`src/hdl/cantb_pkg.sv`:
```
// Shared constants and widths for the CAN receive timeout breaker.
// No dependencies; used by every module of the block.
`timescale 1ns / 1ps

package cantb_pkg;

	localparam int SlotsDef = 4;
	localparam int SlotsMax = 4;

	localparam int IdW      = 11;
	localparam int SlotIdW  = 12;
	localparam int AgeW     = 16;
	localparam int CfgIdxW  = 3;
	localparam int CfgDataW = 64;
	localparam int PayloadW = 64;
	localparam int LenW     = 4;
	localparam int InDataW  = 16;
	localparam int OutDataW = 80;

	// Item kinds carried on the input user field.
	localparam logic OP_FRAME = 1'b0;
	localparam logic OP_TICK  = 1'b1;

	// Register indexes of the configuration port.
	localparam logic [CfgIdxW-1:0] CFG_SLOT_A       = 3'd0;
	localparam logic [CfgIdxW-1:0] CFG_TIMEOUT      = 3'd4;
	localparam logic [CfgIdxW-1:0] CFG_PERIOD       = 3'd5;
	localparam logic [CfgIdxW-1:0] CFG_EXIT_FIRST   = 3'd6;
	localparam logic [CfgIdxW-1:0] CFG_EXIT_SECOND  = 3'd7;

	localparam logic [SlotIdW-1:0] ID_UNUSED     = 12'h800;
	localparam logic [AgeW-1:0]    AGE_MAX       = 16'hFFFF;
	localparam logic [AgeW-1:0]    TIMEOUT_RST   = 16'd50;
	localparam logic [AgeW-1:0]    PERIOD_RST    = 16'd10;
	localparam logic [IdW-1:0]     TX_ID_FIRST   = 11'h200;
	localparam logic [IdW-1:0]     TX_ID_SECOND  = 11'h1FF;
	localparam logic [LenW-1:0]    FRAME_LEN     = 4'd8;

endpackage

```
`src/hdl/cantb_core.sv`:
```
// Slot table, check timer and configuration registers of the timeout breaker.
// Depends on cantb_pkg; signals a trip to the transmit stage.
`timescale 1ns / 1ps

module cantb_core #(
	parameter int SLOTS = cantb_pkg::SlotsDef
) (
	input  logic                          clk,
	input  logic                          arst_n,
	input  logic                          in_valid,
	output logic                          in_ready,
	input  logic                          in_op,
	input  logic [cantb_pkg::IdW-1:0]     in_id,
	input  logic                          cfg_we,
	input  logic [cantb_pkg::CfgIdxW-1:0] cfg_idx,
	input  logic [cantb_pkg::CfgDataW-1:0] cfg_wdata,
	input  logic                          tx_free,
	output logic                          fire,
	output logic [cantb_pkg::PayloadW-1:0] payload_first,
	output logic [cantb_pkg::PayloadW-1:0] payload_second
);

	logic                          valid_s1;
	logic                          op_s1;
	logic [cantb_pkg::IdW-1:0]     id_s1;
	logic [cantb_pkg::AgeW-1:0]    timeout_q;
	logic [cantb_pkg::AgeW-1:0]    period_q;
	logic [cantb_pkg::AgeW-1:0]    period_count_q;
	logic [cantb_pkg::PayloadW-1:0] exit_first_q;
	logic [cantb_pkg::PayloadW-1:0] exit_second_q;

	logic                          go;
	logic                          tick_go;
	logic                          check;
	logic [cantb_pkg::AgeW-1:0]    period_eff;
	logic [SLOTS-1:0]              trip_new;

	// The item in the input register is retired once the transmit stage can take a trip.
	assign go       = valid_s1 && tx_free;
	assign tick_go  = go && (op_s1 == cantb_pkg::OP_TICK);
	assign in_ready = !valid_s1 || tx_free;

	assign period_eff = (period_q == '0) ? cantb_pkg::AgeW'(1) : period_q;
	assign check      = ({1'b0, period_count_q} + 17'd1) >= {1'b0, period_eff};
	assign fire       = tick_go && check && (|trip_new);

	assign payload_first  = exit_first_q;
	assign payload_second = exit_second_q;

	always_ff @(posedge clk or negedge arst_n) begin
		if (!arst_n) begin
			valid_s1 <= 1'b0;
		end else if (in_ready) begin
			valid_s1 <= in_valid;
		end
	end

	always_ff @(posedge clk) begin
		if (in_ready && in_valid) begin
			op_s1 <= in_op;
			id_s1 <= in_id;
		end
	end

	always_ff @(posedge clk or negedge arst_n) begin
		if (!arst_n) begin
			timeout_q      <= cantb_pkg::TIMEOUT_RST;
			period_q       <= cantb_pkg::PERIOD_RST;
			exit_first_q   <= '0;
			exit_second_q  <= '0;
			period_count_q <= '0;
		end else begin
			if (cfg_we) begin
				case (cfg_idx)
					cantb_pkg::CFG_TIMEOUT: begin
						timeout_q <= cfg_wdata[cantb_pkg::AgeW-1:0];
					end
					cantb_pkg::CFG_PERIOD: begin
						period_q <= cfg_wdata[cantb_pkg::AgeW-1:0];
					end
					cantb_pkg::CFG_EXIT_FIRST: begin
						exit_first_q <= cfg_wdata;
					end
					cantb_pkg::CFG_EXIT_SECOND: begin
						exit_second_q <= cfg_wdata;
					end
					default: begin
					end
				endcase
			end
			if (tick_go) begin
				period_count_q <= check ? '0 : period_count_q + cantb_pkg::AgeW'(1);
			end
		end
	end

	for (genvar k = 0; k < SLOTS; k++) begin : g_slot
		logic [cantb_pkg::SlotIdW-1:0] slot_id_q;
		logic [cantb_pkg::AgeW-1:0]    age_q;
		logic                          tripped_q;
		logic                          used;
		logic                          hit;
		logic                          cfg_hit;
		logic [cantb_pkg::AgeW-1:0]    age_next;

		// An identifier with the top bit set marks the slot unused.
		assign used     = !slot_id_q[cantb_pkg::SlotIdW-1];
		assign hit      = used && (slot_id_q[cantb_pkg::IdW-1:0] == id_s1);
		assign cfg_hit  = cfg_we &&
			(cfg_idx == cantb_pkg::CFG_SLOT_A + cantb_pkg::CfgIdxW'(k));
		assign age_next = (used && age_q != cantb_pkg::AGE_MAX) ?
			age_q + cantb_pkg::AgeW'(1) : age_q;
		assign trip_new[k] = used && !tripped_q && (age_next > timeout_q);

		always_ff @(posedge clk or negedge arst_n) begin
			if (!arst_n) begin
				slot_id_q <= cantb_pkg::ID_UNUSED;
				age_q     <= '0;
				tripped_q <= 1'b0;
			end else if (cfg_hit) begin
				slot_id_q <= cfg_wdata[cantb_pkg::SlotIdW-1:0];
				age_q     <= '0;
				tripped_q <= 1'b0;
			end else if (go) begin
				if (op_s1 == cantb_pkg::OP_FRAME) begin
					if (hit) begin
						age_q     <= '0;
						tripped_q <= 1'b0;
					end
				end else begin
					age_q <= age_next;
					if (check && trip_new[k]) begin
						tripped_q <= 1'b1;
					end
				end
			end
		end
	end

endmodule

```
`src/hdl/cantb_tx.sv`:
```
// Output register that sends the pair of shutdown frames after a trip.
// Depends on cantb_pkg; fed by cantb_core.
`timescale 1ns / 1ps

module cantb_tx (
	input  logic                            clk,
	input  logic                            arst_n,
	input  logic                            fire,
	output logic                            tx_free,
	input  logic [cantb_pkg::PayloadW-1:0]  payload_first,
	input  logic [cantb_pkg::PayloadW-1:0]  payload_second,
	output logic                            m_tvalid,
	input  logic                            m_tready,
	output logic [cantb_pkg::OutDataW-1:0]  m_tdata,
	output logic                            m_tlast
);

	logic valid_q;
	logic second_q;
	logic [cantb_pkg::IdW-1:0]      tx_id;
	logic [cantb_pkg::PayloadW-1:0] tx_payload;

	// Room for a new pair exists once the second frame of the current pair leaves.
	assign tx_free = !valid_q || (m_tready && second_q);

	always_ff @(posedge clk or negedge arst_n) begin
		if (!arst_n) begin
			valid_q  <= 1'b0;
			second_q <= 1'b0;
		end else if (fire) begin
			valid_q  <= 1'b1;
			second_q <= 1'b0;
		end else if (valid_q && m_tready) begin
			valid_q  <= !second_q;
			second_q <= !second_q;
		end
	end

	assign tx_id      = second_q ? cantb_pkg::TX_ID_SECOND : cantb_pkg::TX_ID_FIRST;
	assign tx_payload = second_q ? payload_second : payload_first;

	assign m_tvalid = valid_q;
	assign m_tlast  = second_q;
	assign m_tdata  = {1'b0, cantb_pkg::FRAME_LEN, tx_payload, tx_id};

endmodule

```
`src/hdl/can_receive_timeout_breaker.sv`:
```
// CAN receive timeout breaker: watches up to SLOTS identifiers and sends a shutdown pair on timeout.
// Timing: an item is registered, then retired once the transmit stage is free; a trip shows its first frame
// in the cycle after that. Throughput: one item per cycle while the transmit stage is free; a trip holds
// new items until the single output register has sent the two shutdown frames one after the other.
// Reset (arst_n low, asynchronous): slots unused, ages, trips and check counter cleared,
// timeout 50, check period 10, exit payloads zero.
`timescale 1ns / 1ps

module can_receive_timeout_breaker #(
	parameter int SLOTS = cantb_pkg::SlotsDef
) (
	input  logic                             clk,
	input  logic                             arst_n,
	// Input requests: received frames and time ticks.
	input  logic                             s_axis_tvalid,
	output logic                             s_axis_tready,
	input  logic [cantb_pkg::InDataW-1:0]    s_axis_tdata,  // [10:0] rx_id, [15:11] zero
	input  logic                             s_axis_tuser,  // [0] op: 0 frame, 1 tick
	// Output requests: shutdown frames.
	output logic                             m_axis_tvalid,
	input  logic                             m_axis_tready,
	output logic [cantb_pkg::OutDataW-1:0]   m_axis_tdata,  // [10:0] tx_id, [74:11] tx_payload,
	                                                        // [78:75] tx_length, [79] zero
	output logic                             m_axis_tlast,  // last frame of the pair
	// Configuration write channel.
	input  logic                             cfg_valid,
	output logic                             cfg_ready,
	input  logic [cantb_pkg::CfgIdxW-1:0]    cfg_index,
	input  logic [cantb_pkg::CfgDataW-1:0]   cfg_data
);

	logic                            fire;
	logic                            tx_free;
	logic [cantb_pkg::PayloadW-1:0]  payload_first;
	logic [cantb_pkg::PayloadW-1:0]  payload_second;

	// Registers are plain flops and accept a write in every cycle.
	assign cfg_ready = 1'b1;

	// The core holds the slot table and decides, per tick, whether any slot newly trips.
	cantb_core #(
		.SLOTS(SLOTS)
	) u_core (
		.clk            (clk),
		.arst_n         (arst_n),
		.in_valid       (s_axis_tvalid),
		.in_ready       (s_axis_tready),
		.in_op          (s_axis_tuser),
		.in_id          (s_axis_tdata[cantb_pkg::IdW-1:0]),
		.cfg_we         (cfg_valid && cfg_ready),
		.cfg_idx        (cfg_index),
		.cfg_wdata      (cfg_data),
		.tx_free        (tx_free),
		.fire           (fire),
		.payload_first  (payload_first),
		.payload_second (payload_second)
	);

	// The transmit stage turns one trip into the two shutdown frames.
	cantb_tx u_tx (
		.clk            (clk),
		.arst_n         (arst_n),
		.fire           (fire),
		.tx_free        (tx_free),
		.payload_first  (payload_first),
		.payload_second (payload_second),
		.m_tvalid       (m_axis_tvalid),
		.m_tready       (m_axis_tready),
		.m_tdata        (m_axis_tdata),
		.m_tlast        (m_axis_tlast)
	);

endmodule

```
`config.mk`:
```
export PLATFORM = sky130hd
export DESIGN_NAME = can_receive_timeout_breaker
export DESIGN_NICKNAME = d
export VERILOG_FILES = /design/src/hdl/cantb_pkg.sv /design/src/hdl/cantb_core.sv /design/src/hdl/cantb_tx.sv /design/src/hdl/can_receive_timeout_breaker.sv
export SDC_FILE = /design/constraint.sdc
export NUM_CORES = 1
export LEC_CHECK = 0
export BUFFER_PORTS_ARGS = -buffer_cell sky130_fd_sc_hd__clkbuf_2
export CAP_MARGIN = 30
export CELL_PAD_IN_SITES_DETAIL_PLACEMENT = 1
export CELL_PAD_IN_SITES_GLOBAL_PLACEMENT = 1
export CORE_MARGIN = 2
export CORE_UTILIZATION = 48
export CTS_BUF_LIST = sky130_fd_sc_hd__clkbuf_16
export CTS_CLUSTER_DIAMETER = 200
export DETAILED_ROUTE_END_ITERATION = 16
export PLACE_DENSITY = 0.8
export RECOVER_POWER = 100
export SKIP_LAST_GASP = 1
export SLEW_MARGIN = 15
export SYNTH_ARGS = -nofsm -noshare
export SYNTH_HDL_FRONTEND = slang
export SYNTH_HIERARCHICAL = 1
export SYNTH_SLANG_ARGS = --single-unit
```
`constraint.sdc`:
```
create_clock -name clk -period 4.4 [get_ports clk]
set_input_delay 0.22 -clock clk [delete_from_list [all_inputs] [get_ports clk]]
set_output_delay 0.22 -clock clk [all_outputs]
set_load 0.01 [all_outputs]
```
==> run metrics <==
Routed Antenna Nets 0; number of clock sinks 307; EDFF count, synth 12; setup_tns 0 ns; register area roughly 7800 um^2; crit end category flip-flop; logic gate share of total power 27.0%; Max Cap Viol 5; Clock Pin Slew Worst Setup and Hold Paths 0.07 ns; hpwl dp 32300 um; Cell Chain, Critical Path ha_1 > nand3_1 > or3b_2 > nor3_2 > nand3_1 > xnor2_1 > ha_1 > and4_1 > a221oi_1 > a2111oi_0 > buf_4 > o41a_1 > a21o_1; effective utilization at floorplan 48.4%; Placed Area 18200 um^2; Root Buffer clkbuf_16; Fin. Hold Viols 0; post-synthesis instance total 1530; CTS buffer count 37; Power per Cell Area approximately 470 nW/um^2; share of layout cells above drive strength 1 23.1%; WP data arrival around 4.6 ns; status finished with violations; Total Wirelength between 50000 and 60000 um; core area between 30000 and 40000 um^2; # H-tree levels 2; Sw Ratio 34.3%; Clock Latency Late Sink 0.57 ns; Placed Cells 2093; vias in the first global route around 15000; Psw 3.22 mW; number of diodes 0; Die X 193 um; Slew Limit Fails 300; CTS tree built; Max-slew headroom -128%; P_int 6.17 mW; Global Route met1 Usage 36.5%; largest stage delay on the critical path 0.56 ns; vias per inst roughly 6; mapped cell area 17100 um^2; Syn. warnings 6; fin crit share a little over nine tenths; Die ar. 37100 um^2; fin nets 1915; largest area contributor in the netlist dfrtp_1; Post-route DRC 0; Mapped Avg Cell Area 11.2 um^2; Yosys top cell area share 41.9%; fraction of registers with async set/reset 96.1%; Slew @ Worst Pin 3.42 ns; met2 Use GR between 50% and 60%; GR Util All Layers 30.2%; Crit-path slowest cell or3b_2; RSZ-0062 raised after global routing no; pin count of the biggest net entering global routing 121; clock buffer depth 3; final std cells w/o fill 2229; # IOs 173; number of synthesized register bits 307; Die Height 193 um; critical path launch point type flip-flop; CP Data Required Time 4.85 ns; WS Path Type reg -> reg; via count around 13000; largest cells by area after synthesis dfrtp_1 (42%), mux2_2 (16%), ha_1 (6.2%); setup violators final 0; clock power share 32.2%; clock skew 0.0250 ns; final instance area around 20000 um^2; initial antenna violation count 1; DRT Pass-1 Iters 5; worst min path class in -> reg; Distinct cells, synth 78; GR peak layer met2; Critical Path Fanout Max 7; Primary FF master, synth dfrtp_1; sequential power share 40.8%; FP Rows 69; Pleak 8.75 nW; residual overflow from global routing 0; Routed WL per cell ~24 um; # port buffers 160; Final min period between 4 and 5 ns; failing checks capacitance limit, slew limit; Post-CTS Setup Bufs 0; first-pass GRT wire length 85600 um; area of the multi-input gates approximately 8600 um^2; Layout fillers 3712; Iteration-0 DRC Markers 633; post-synthesis sequential area ratio a little under half; Max Clk Rate 239 MHz; worst vdd ir 0.340 mV; area grow syn2layout 16.5%; Routability Congestion ~0.8; Design Power 9.40 mW; met3 Use GR 5.33%; Post-Route Utilization 56.3%
-- path summary, 6_finish.rpt --
| path | from | end | slack [ns] | depth (start not counted) |
|---|---|---|---|---|
| max | u_core/g_slot[1].age_q[0]$_DFFE_PN0P_ | u_tx/m_tvalid$_DFFE_PN0P_ | 0.22 | 13 |
| min | cfg_data[8] | u_core/timeout_q[8]$_DFFE_PN0P_ | 0.05 | 3 |
| max reg2reg | u_core/g_slot[1].age_q[0]$_DFFE_PN0P_ | u_tx/m_tvalid$_DFFE_PN0P_ | 0.22 | 13 |
| min reg2reg | u_core/g_slot[0].age_q[8]$_DFFE_PN0P_ | u_core/g_slot[0].age_q[8]$_DFFE_PN0P_ | 0.48 | 1 |
| max in group asynchronous | arst_n | u_core/g_slot[3].age_q[13]$_DFFE_PN0P_ | 1.13 | 2 |
| min in group asynchronous | arst_n | u_core/period_count_q[13]$_DFFE_PN0P_ | 1.26 | 2 |
-- worst max-delay path, delay by kind of cell, from the launching register on --
kind / cells / cell delay [ns]
adders and majority gates: 2 / 0.51
DFF: 1 / 0.48
and+or+nand+nor: 5 / 1.43
xor gates and xnor gates: 1 / 0.22
AOI/OAI and AO/OA: 4 / 1.25
buffers and inverters: 1 / 0.18
-- layout make-up --
class                   instances  share of cell area (%)
well taps                     461                    2.90
inverters                      53                    1.00
multi-input cells            1091                    43.4
clock buffers                  37                    4.66
repair buffers                251                    7.90
flip-flops and latches        307                    39.0
clock inverters                29                    1.18
-- cell usage after synthesis (all sizes together) (8+ instances only) --
| master | instances |
|---|---|
| o21ai | 88 |
| nand4 | 37 |
| dfrtp | 286 |
| nand2b | 11 |
| mux2 | 261 |
| xor2 | 40 |
| and2 | 9 |
| dfstp | 9 |
| a31o | 8 |
| o31ai | 26 |
| ha | 85 |
| buf | 38 |
| xnor2 | 75 |
| nand3 | 41 |
| o211ai | 8 |
| a21oi | 54 |
| edfxtp | 12 |
| and3 | 10 |
| nor3 | 16 |
| inv | 53 |
| nor2b | 11 |
| nand2 | 101 |
| nor4 | 17 |
| clkbuf | 45 |
| nor2 | 63 |
| a31oi | 31 |
-- timing repair --
item,in CTS,in global routing
hold endpoints to repair,235,0
hold buffers,68,0
resized for setup,0,0
-- layer usage --
| layer | up-vias | share of wire (%) |
|---|---|---|
| met4 | 0 | 4.7 |
| met3 | 144 | 4.5 |
| met1 | 6764 | 40 |
| met2 | 384 | 51 |
| li1 | 5960 | - |
| met5 | - | 0 |
-- sequential cells by signal, indices dropped and copies added, names as in the netlist --
name,count
u_core/period_count_q,16
u_core/g_slot.slot_id_q,48
u_core/payload_second,64
u_core/timeout_q,16
u_core/g_slot.age_q,64
u_core/valid_s1,1
u_core/period_q,16
u_core/id_s1,11
u_tx/m_tlast,1
u_tx/m_tvalid,1
u_core/payload_first,64
u_core/g_slot.tripped_q,4
u_core/op_s1,1
-- power groups by stage --
stage | logic [mW] | clock network, mW | registers (mW)
after floorplan | 1.75 | 0 | 3.66
after global placement | 2.33 | 0 | 3.75
after detailed placement | 2.47 | 0 | 3.82
after CTS | 2.58 | 3.02 | 3.79
after global routing | 2.76 | 3.20 | 3.88
final | 2.54 | 3.03 | 3.83
-- stage by stage --
step	setup WS, ns	hold WS, ns
6_report	0.222	0.0530
5_1_grt	0.0249	0.0559
4_1_cts	0.256	0.0175
3_5_place_dp	0.271	0.400
3_3_place_gp	0.409	0.399
2_1_floorplan	0.933	-0.0756
-- logic make-up (layout without fill, tap and decap cells) --
kind of cell / Yosys count / in the layout / synth area share, %
other cells: 3 / 7 / 0.0660
mux: 263 / 263 / 17.7
buf+inv: 136 / 370 / 3.74
flops: 307 / 307 / 45.4
simple gates: 349 / 349 / 10.7
xor+xnor: 115 / 115 / 5.90
fa+ha+maj: 85 / 85 / 6.23
compound gates: 272 / 272 / 10.3
-- cells in the final DEF, fill, tap and decap left out, types with 36 or more instances in the layout --
master | synthesis | layout
clkbuf_16 | 0 | 37
clkbuf_1 | 45 | 64
nand4_1 | 36 | 36
dlygate4sd3_1 | 0 | 68
clkbuf_2 | 0 | 107
nand2_1 | 101 | 101
o21ai_0 | 86 | 87
mux2_2 | 244 | 202
inv_1 | 53 | 60
nor2_1 | 63 | 63
a21oi_1 | 54 | 54
mux2_1 | 0 | 59
nand3_1 | 40 | 40
dfrtp_1 | 286 | 286
xnor2_1 | 75 | 75
xor2_1 | 40 | 40
ha_1 | 85 | 85
(Power assumes the default switching activity.)
